## config.mk

```make
export PLATFORM = sky130hd
export DESIGN_NAME = unix_seconds_to_calendar
export DESIGN_NICKNAME = d
export VERILOG_FILES = /design/src/sv/ustc_pkg.sv /design/src/sv/ustc_datapath.sv /design/src/sv/ustc_ctrl.sv /design/src/sv/unix_seconds_to_calendar.sv
export SDC_FILE = /design/constraint.sdc
export NUM_CORES = 2
export LEC_CHECK = 0
export BUFFER_PORTS_ARGS = -buffer_cell sky130_fd_sc_hd__buf_2
export CAP_MARGIN = 20
export CORE_MARGIN = 4
export CORE_UTILIZATION = 55
export DETAILED_ROUTE_END_ITERATION = 10
export HOLD_SLACK_MARGIN = 0.06
export PLACE_DENSITY = 0.73
export SYNTH_ARGS = -nofsm -noshare
export SYNTH_HDL_FRONTEND = slang
export SYNTH_HIERARCHICAL = 1
export SYNTH_SLANG_ARGS = --single-unit
```

## constraint.sdc

```tcl
create_clock -name clk_i -period 14.52 [get_ports clk_i]
set_input_delay 2.904 -clock clk_i [delete_from_list [all_inputs] [get_ports clk_i]]
set_output_delay 2.904 -clock clk_i [all_outputs]
set_load 0.1 [all_outputs]
```

## src/sv/ustc_pkg.sv

```systemverilog
// ----------------------------------------------------------------------------
// ustc_pkg
// Types and constants of the seconds-to-calendar converter.
// ----------------------------------------------------------------------------
package ustc_pkg;

  localparam logic [17:0] SECS_PER_DAY  = 18'd86400;
  localparam logic [16:0] SECS_PER_HOUR = 17'd3600;
  localparam logic [16:0] SECS_PER_MIN  = 17'd60;

  // reciprocals: seconds/128 by 675 (>> 35), days by 7 (>> 19),
  // seconds of day by 3600 (>> 29), seconds of hour by 60 (>> 18)
  localparam logic [25:0] DAY_RECIP  = 26'd50903317;
  localparam logic [16:0] WEEK_RECIP = 17'd74899;
  localparam logic [17:0] HOUR_RECIP = 18'd149131;
  localparam logic [12:0] MIN_RECIP  = 13'd4370;

  localparam logic [11:0] EPOCH_YEAR     = 12'd1970;
  localparam logic [1:0]  EPOCH_MOD4     = 2'd2;
  localparam logic [6:0]  EPOCH_MOD100   = 7'd70;
  localparam logic [8:0]  EPOCH_MOD400   = 9'd370;
  localparam logic [6:0]  CENTURY_LAST   = 7'd99;
  localparam logic [8:0]  QUAD_CENT_LAST = 9'd399;
  localparam logic [2:0]  WEEKDAY_ADJ    = 3'd3;
  localparam logic [3:0]  DAYS_PER_WEEK  = 4'd7;

  localparam logic [3:0]  MONTH_JAN = 4'd1;
  localparam logic [3:0]  MONTH_FEB = 4'd2;
  localparam logic [3:0]  MONTH_APR = 4'd4;
  localparam logic [3:0]  MONTH_JUN = 4'd6;
  localparam logic [3:0]  MONTH_SEP = 4'd9;
  localparam logic [3:0]  MONTH_NOV = 4'd11;
  localparam logic [3:0]  MONTH_DEC = 4'd12;

  localparam logic [11:0] BASE_YEAR_RST = 12'd2000;
  localparam logic        REG_BASE_YEAR = 1'b0;

  typedef struct packed {
    logic load;
    logic day_quo;
    logic day_rem;
    logic hour_quo;
    logic hour_rem;
    logic min_quo;
    logic min_rem;
    logic year_step;
    logic month_step;
  } ctrl_cmd_t;

  typedef struct packed {
    logic year_fits;
    logic month_fits;
  } dp_sts_t;

  function automatic logic [4:0] month_len(input logic [3:0] m, input logic leap);
    logic [4:0] len;
    case (m) inside
      MONTH_FEB:                               len = leap ? 5'd29 : 5'd28;
      MONTH_APR, MONTH_JUN, MONTH_SEP, MONTH_NOV: len = 5'd30;
      default:                                 len = 5'd31;
    endcase
    return len;
  endfunction

endpackage

```

## src/sv/ustc_datapath.sv

```systemverilog
// ----------------------------------------------------------------------------
// ustc_datapath
// Day split, time-of-day digits, year and month walk, weekday residue.
// ----------------------------------------------------------------------------
module ustc_datapath (
  input  logic               clk_i,
  input  ustc_pkg::ctrl_cmd_t cmd_i,
  output ustc_pkg::dp_sts_t   sts_o,
  input  logic [31:0]        unix_seconds_i,
  input  logic [11:0]        base_year_i,
  output logic [4:0]         hours_o,
  output logic [5:0]         minutes_o,
  output logic [5:0]         secs_o,
  output logic [2:0]         weekday_o,
  output logic [7:0]         year_offset_o,
  output logic [3:0]         month_number_o,
  output logic [4:0]         day_of_month_o
);
  import ustc_pkg::*;

  logic [31:0] num_q, num_d;
  logic [16:0] rem_q, rem_d;
  logic [2:0]  wk_q, wk_d;
  logic [2:0]  wd_q, wd_d;
  logic [11:0] year_q, year_d;
  logic [1:0]  ym4_q, ym4_d;
  logic [6:0]  ym100_q, ym100_d;
  logic [8:0]  ym400_q, ym400_d;
  logic [3:0]  month_q, month_d;
  logic [4:0]  hrs_q, hrs_d;
  logic [5:0]  mins_q, mins_d;

  logic [50:0] day_prod;
  logic [33:0] day_back;
  logic [32:0] week_prod;
  logic [34:0] hour_prod;
  logic [16:0] hour_back;
  logic [24:0] min_prod;
  logic [16:0] min_back;
  logic [15:0] days;
  logic        leap;
  logic [8:0]  ylen;
  logic [4:0]  mlen;
  logic [3:0]  wd_sum;
  logic [2:0]  wd_fold;

  assign days = num_q[15:0];

  assign day_prod  = 51'(num_q[31:7]) * 51'(DAY_RECIP);
  assign day_back  = 34'(days) * 34'(SECS_PER_DAY);
  assign week_prod = 33'(days) * 33'(WEEK_RECIP);
  assign hour_prod = 35'(rem_q) * 35'(HOUR_RECIP);
  assign hour_back = 17'(hrs_q) * SECS_PER_HOUR;
  assign min_prod  = 25'(rem_q[11:0]) * 25'(MIN_RECIP);
  assign min_back  = 17'(mins_q) * SECS_PER_MIN;

  assign leap = ((ym4_q == 2'd0) && (ym100_q != 7'd0)) || (ym400_q == 9'd0);
  assign ylen = leap ? 9'd366 : 9'd365;
  assign mlen = month_len(month_q, leap);

  assign sts_o.year_fits  = days < {7'd0, ylen};
  assign sts_o.month_fits = (days < {11'd0, mlen}) || (month_q == MONTH_DEC);

  always_comb begin
    num_d   = num_q;
    rem_d   = rem_q;
    wk_d    = wk_q;
    wd_d    = wd_q;
    year_d  = year_q;
    ym4_d   = ym4_q;
    ym100_d = ym100_q;
    ym400_d = ym400_q;
    month_d = month_q;
    hrs_d   = hrs_q;
    mins_d  = mins_q;
    if (cmd_i.load) begin
      num_d   = unix_seconds_i;
      rem_d   = unix_seconds_i[16:0];
      wk_d    = '0;
      wd_d    = '0;
      year_d  = EPOCH_YEAR;
      ym4_d   = EPOCH_MOD4;
      ym100_d = EPOCH_MOD100;
      ym400_d = EPOCH_MOD400;
      month_d = MONTH_JAN;
      hrs_d   = '0;
      mins_d  = '0;
    end else if (cmd_i.day_quo) begin
      num_d = {16'd0, day_prod[50:35]};
    end else if (cmd_i.day_rem) begin
      rem_d = rem_q - day_back[16:0];
      wk_d  = week_prod[21:19];
    end else if (cmd_i.hour_quo) begin
      hrs_d = hour_prod[33:29];
      // days - 7q equals days + q modulo 8
      wd_d  = days[2:0] + wk_q;
    end else if (cmd_i.hour_rem) begin
      rem_d = rem_q - hour_back;
    end else if (cmd_i.min_quo) begin
      mins_d = min_prod[23:18];
    end else if (cmd_i.min_rem) begin
      rem_d = rem_q - min_back;
    end else if (cmd_i.year_step) begin
      num_d   = {16'd0, 16'(days - {7'd0, ylen})};
      year_d  = year_q + 12'd1;
      ym4_d   = ym4_q + 2'd1;
      ym100_d = (ym100_q == CENTURY_LAST) ? 7'd0 : ym100_q + 7'd1;
      ym400_d = (ym400_q == QUAD_CENT_LAST) ? 9'd0 : ym400_q + 9'd1;
    end else if (cmd_i.month_step) begin
      num_d   = {16'd0, 16'(days - {11'd0, mlen})};
      month_d = month_q + 4'd1;
    end
  end

  always_ff @(posedge clk_i) begin
    num_q   <= num_d;
    rem_q   <= rem_d;
    wk_q    <= wk_d;
    wd_q    <= wd_d;
    year_q  <= year_d;
    ym4_q   <= ym4_d;
    ym100_q <= ym100_d;
    ym400_q <= ym400_d;
    month_q <= month_d;
    hrs_q   <= hrs_d;
    mins_q  <= mins_d;
  end

  assign wd_sum  = {1'b0, wd_q} + {1'b0, WEEKDAY_ADJ};
  assign wd_fold = (wd_sum >= DAYS_PER_WEEK) ? 3'(wd_sum - DAYS_PER_WEEK) : wd_sum[2:0];

  assign hours_o        = hrs_q;
  assign minutes_o      = mins_q;
  assign secs_o         = rem_q[5:0];
  assign weekday_o      = wd_fold + 3'd1;
  assign year_offset_o  = year_q[7:0] - base_year_i[7:0];
  assign month_number_o = month_q;
  assign day_of_month_o = days[4:0] + 5'd1;

endmodule

```

## src/sv/ustc_ctrl.sv

```systemverilog
// ----------------------------------------------------------------------------
// ustc_ctrl
// Sequencer: day division, hour and minute digits, year walk, month walk.
// ----------------------------------------------------------------------------
module ustc_ctrl (
  input  logic               clk_i,
  input  logic               rst_ni,
  input  logic               start_i,
  output logic               busy_o,
  output logic               done_o,
  output ustc_pkg::ctrl_cmd_t cmd_o,
  input  ustc_pkg::dp_sts_t   sts_i
);
  import ustc_pkg::*;

  typedef enum logic [9:0] {
    S_IDLE  = 10'b0000000001,
    S_DAYQ  = 10'b0000000010,
    S_DAYR  = 10'b0000000100,
    S_HOURQ = 10'b0000001000,
    S_HOURR = 10'b0000010000,
    S_MINQ  = 10'b0000100000,
    S_MINR  = 10'b0001000000,
    S_YEAR  = 10'b0010000000,
    S_MONTH = 10'b0100000000,
    S_DONE  = 10'b1000000000
  } state_e;

  state_e state_q, state_d;

  always_comb begin
    state_d = state_q;
    cmd_o   = '0;
    unique case (state_q)
      S_IDLE: begin
        if (start_i) begin
          cmd_o.load = 1'b1;
          state_d    = S_DAYQ;
        end
      end
      S_DAYQ: begin
        cmd_o.day_quo = 1'b1;
        state_d       = S_DAYR;
      end
      S_DAYR: begin
        cmd_o.day_rem = 1'b1;
        state_d       = S_HOURQ;
      end
      S_HOURQ: begin
        cmd_o.hour_quo = 1'b1;
        state_d        = S_HOURR;
      end
      S_HOURR: begin
        cmd_o.hour_rem = 1'b1;
        state_d        = S_MINQ;
      end
      S_MINQ: begin
        cmd_o.min_quo = 1'b1;
        state_d       = S_MINR;
      end
      S_MINR: begin
        cmd_o.min_rem = 1'b1;
        state_d       = S_YEAR;
      end
      S_YEAR: begin
        if (sts_i.year_fits) begin
          state_d = S_MONTH;
        end else begin
          cmd_o.year_step = 1'b1;
        end
      end
      S_MONTH: begin
        if (sts_i.month_fits) begin
          state_d = S_DONE;
        end else begin
          cmd_o.month_step = 1'b1;
        end
      end
      S_DONE: begin
        state_d = S_IDLE;
      end
      default: begin
        state_d = S_IDLE;
      end
    endcase
  end

  always_ff @(posedge clk_i or negedge rst_ni) begin
    if (!rst_ni) begin
      state_q <= S_IDLE;
    end else begin
      state_q <= state_d;
    end
  end

  assign busy_o = state_q != S_IDLE;
  assign done_o = state_q == S_DONE;

endmodule

```

## src/sv/unix_seconds_to_calendar.sv

```systemverilog
// ----------------------------------------------------------------------------
// unix_seconds_to_calendar
// Converts seconds since 1970-01-01 00:00:00 to Gregorian date and time.
// ----------------------------------------------------------------------------
//  channel  | handshake                       | payload
//  ---------+---------------------------------+--------------------------------
//  input    | start high, busy low            | unix_seconds_i
//  result   | done_o high for one cycle       | hours_o .. day_of_month_o
//  config   | psel, penable, pwrite, pready   | paddr, pwdata (base year)
//
//  After accept, the day quotient, day remainder, hour quotient, hour remainder,
//  minute quotient and minute remainder steps split the seconds by reciprocal
//  products; the year walk then steps one year per cycle over the whole years
//  past 1970 (0..136), and the month walk over the month index (0..11).
//  A new item is taken once busy falls, the cycle after done_o; results cannot
//  be stalled. Reset returns the sequencer to idle and the base year to 2000.
// ----------------------------------------------------------------------------
module unix_seconds_to_calendar (
  input  logic        clk_i,
  input  logic        rst_ni,
  input  logic        start,
  output logic        busy,
  input  logic [31:0] unix_seconds_i,
  output logic        done_o,
  output logic [4:0]  hours_o,
  output logic [5:0]  minutes_o,
  output logic [5:0]  secs_o,
  output logic [2:0]  weekday_o,
  output logic [7:0]  year_offset_o,
  output logic [3:0]  month_number_o,
  output logic [4:0]  day_of_month_o,
  input  logic        psel,
  input  logic        penable,
  input  logic        pwrite,
  input  logic [2:0]  paddr,
  input  logic [31:0] pwdata,
  output logic [31:0] prdata,
  output logic        pready
);
  import ustc_pkg::*;

  ctrl_cmd_t   cmd;
  dp_sts_t     sts;
  logic [11:0] base_year_q;
  logic        reg_hit;

  assign pready  = 1'b1;
  assign reg_hit = paddr[2] == REG_BASE_YEAR;

  always_ff @(posedge clk_i or negedge rst_ni) begin
    if (!rst_ni) begin
      base_year_q <= BASE_YEAR_RST;
    end else if (psel && penable && pwrite && pready && reg_hit) begin
      base_year_q <= pwdata[11:0];
    end
  end

  assign prdata = reg_hit ? {20'd0, base_year_q} : 32'd0;

  ustc_ctrl u_ctrl (
    .clk_i  (clk_i),
    .rst_ni (rst_ni),
    .start_i(start),
    .busy_o (busy),
    .done_o (done_o),
    .cmd_o  (cmd),
    .sts_i  (sts)
  );

  ustc_datapath u_dp (
    .clk_i         (clk_i),
    .cmd_i         (cmd),
    .sts_o         (sts),
    .unix_seconds_i(unix_seconds_i),
    .base_year_i   (base_year_q),
    .hours_o       (hours_o),
    .minutes_o     (minutes_o),
    .secs_o        (secs_o),
    .weekday_o     (weekday_o),
    .year_offset_o (year_offset_o),
    .month_number_o(month_number_o),
    .day_of_month_o(day_of_month_o)
  );

endmodule

```

==> out/results.txt <==
Final Max Slew Viols - 0
Largest net degree at the start of global routing - 60
Post-synthesis sequential element count - 118
Count of buffers added by post-CTS timing repair for setup - 0
Detailed-router iteration count before antenna repair - 8
Placeable core area - 48100 µm²
Die height - 230 µm
Critical-path cell with the highest stage delay - a2111oi_0
Accumulated negative setup slack - 0 ps
Class of the tightest hold or removal check - flop to flop
Share of the yosys chip area belonging to registers - 0.110
Layout filler cell count - 4092
Worst r2r src - u_dp/num_q[28]
Min Clock Period, post-route - 7550 ps
Number of buffers created by CTS - 17
Cell family with the largest share of critical-path delay - adder cells
Clock insertion delay at the later pin of the skew report - 450 ps
Htree depth - 4
Resize count post-CTS - 0
Clock Root Buffer - clkbuf_16
Termination of the worst setup path - u_dp/num_q[5]
Dominant register cell in the synthesized netlist - edfxtp_1
Cells after Synth - 2812
Transition time of the tightest slew-check pin - 993 ps
Worst Reg2Reg Path Length in Cells - 21
Critical path buffers and inverters - 4
Vias in the first global route - 20679
Crit-path cells - fa_1, ha_1, inv_1, fa_1, fa_1, inv_1, fa_1, inv_1, fa_1, inv_1, fa_1, ha_1, a21oi_1, nor2_1, a2111oi_0, nor4b_1, a21bo_2, o21ai_0, a211oi_1, o31a_1, o21ai_0
Number of top-level pins - 145
Crit-path most repeated cell - fa_1
Reg-to-reg critical path endpoint - u_dp/num_q[5]
Non-Filler Cell Area, Final - 28800 µm²
Worst path required time - 14680 ps
Cell taking the most area after synthesis - ha_1
Post-detailed-routing wire length - 66.1 mm
Number of unique standard cell types used by synthesis - 92
Most frequent cells after synthesis - 697 x ha_1, 655 x inv_1, 319 x fa_1, 126 x nor2_1, 105 x nand2_1
Worst setup startpoint - u_dp/num_q[28]
Hold buffer count at CTS - 0
HPWL after detailed placement - 55.6 mm
Nets - 3993
Sort of element at the start of the critical path - flop
Total of max-cap violations - 0
Largest cells by area after synthesis - ha_1 32%, fa_1 24%, inv_1 9.1%, edfxtp_1 5.5%, dfxtp_1 3.5%
Total Routing Usage GR - 0.253
Total stage count of the critical path - 21
Avg WL per Cell - 18.5 µm
Chip Width - 230 µm
Most frequent cell after synthesis - ha_1
Period utilisation layout - 0.520
Number of antenna violations at the first check in global routing - 2
Worst EP arrival - 7710 ps
CTS tree - built
DR vias/cell - 5.54
Max transition margin - 0.332
Row count - 80
Final setup violation count - 0
Synthesized area per cell - 9.60 µm²
Count of routing violations after the opening detailed-route iteration - 1255
Synth top area share - 0.323
Clock Skew - 12.3 ps
Number of port buffers - 101
Synth Cell Area - 27000 µm²
Number of clock sinks seen by CTS - 118
RSZ-0062 raised after global routing - no
Layout-stage area growth over the synthesis result - 6.63%
Critical path type - flop to flop
Vias after detailed routing - 19817
Clock Tree Buf Depth - 2
Result of the run - complete, no violations
Global-route wire length before repair - 107 mm
Die area - 52700 µm²
Post-detailed-route DRC marker count - 0
Max Fclk - 133 MHz
Placed instance area - 28200 µm²
CTS clock-pin slew for the worst setup and hold paths - 70 ps
Yosys warns - 6
Setup slack on the worst flop-to-flop path - 6970 ps
Register area - 2970 µm²
Layout cells sized above 1 - 0.0692
Total congestion overflow - 0
Weighted congestion at the end of routability-driven global placement - 0.929
Starting utilization of the core area - 0.561
Final hold slack - 508 ps
Highest net fanout along the worst path - 8
Number of enable-type register cells in the synthesized netlist - 49
Fraction of synthesis flops using an asynchronous set or reset pin - 0.186
Detail Route Antenna Nets - 0
Final hold violations - 0
Worst setup EP type - flop
Longest individual stage delay on the worst path - 770 ps
Combined area of the multi-input logic cells - 21300 µm²
[worst min path at each step]
stage	start	to	slack [ps]	depth (start not counted)
floorplan	u_dp/wk_q[0]	u_dp/wk_q[0]	470	2
global placement	base_year_q[11]	base_year_q[11]	480	1
detailed placement	base_year_q[11]	base_year_q[11]	490	1
CTS	base_year_q[11]	base_year_q[11]	510	1
global route	base_year_q[11]	base_year_q[11]	540	1
finish	base_year_q[11]	base_year_q[11]	510	1
[cell type report]
class | instances | share of cell area
Tap cell | 656 | 0.0285
Sequential cell | 118 | 0.103
Clock buffer | 18 | 0.0153
Clock inverter | 14 | 0.00461
Inverter | 656 | 0.0856
Multi-Input combinational cell | 1993 | 0.740
Antenna cell | 1 | 0.0000870
Timing Repair Buffer | 118 | 0.0227
[logic make-up after synthesis]
group | after synthesis | share of synthesized area
adders and majority gates | 1016 | 0.560
buffers and inverters | 720 | 0.105
and+or+nand+nor | 445 | 0.0833
AOI/OAI and AO/OA | 347 | 0.0849
xor gates and xnor gates | 135 | 0.0438
DFF | 118 | 0.110
muxes | 29 | 0.0127
other | 2 | 0.000278
[sequential cells by signal (all words and copies together) (netlist names)]
register	flops
u_dp/num_q	32
u_dp/year_q	8
base_year_q	12
u_dp/wd_q	3
u_dp/minutes_o	6
u_dp/month_number_o	4
u_dp/hours_o	5
u_dp/ym4_q	2
u_ctrl/state_q	10
u_dp/wk_q	3
u_dp/ym400_q	9
u_dp/rem_q	17
u_dp/ym100_q	7
[stage by stage]
stage | util | std cells | setup slack, ps
finish | 0.598 | 3574 | 6970
global route | 0.598 | 3573 | 6630
detailed placement | 0.585 | 3539 | 7080
global placement | 0.585 | 3539 | 7150
floorplan | - | 2831 | 7180
CTS | 0.597 | 3571 | 7050
[layer usage]
layer	up-vias	share of wire	global-route usage
li1	9379	-	-
met1	9737	0.44	0.339
met2	575	0.48	0.429
met3	126	0.057	0.0436
met4	0	0.027	0.0622
met5	-	0	0
[cell usage in the layout, fill, tap and decap left out, types with 15 or more instances in the layout]
cell type / netlist / layout
a211oi_1: 24 / 24
a21o_1: 29 / 29
a21oi_1: 98 / 98
a31oi_1: 16 / 16
and2_1: 23 / 23
buf_2: 1 / 101
buf_4: 28 / 15
clkbuf_16: 0 / 17
conb_1: 2 / 21
dfrtp_1: 15 / 15
dfxtp_1: 47 / 47
edfxtp_1: 49 / 49
fa_1: 319 / 319
ha_1: 697 / 697
inv_1: 655 / 655
mux2i_1: 16 / 16
nand2_1: 105 / 105
nand3_1: 34 / 34
nand4_1: 19 / 19
nor2_1: 126 / 125
nor2b_1: 20 / 20
nor3_1: 32 / 32
o21ai_0: 75 / 74
xnor2_1: 86 / 86
xor2_1: 49 / 49
Power is left out: the tool's default activity adds up to more than one toggle a clock period on the data nets, which glitch-free logic cannot reach.
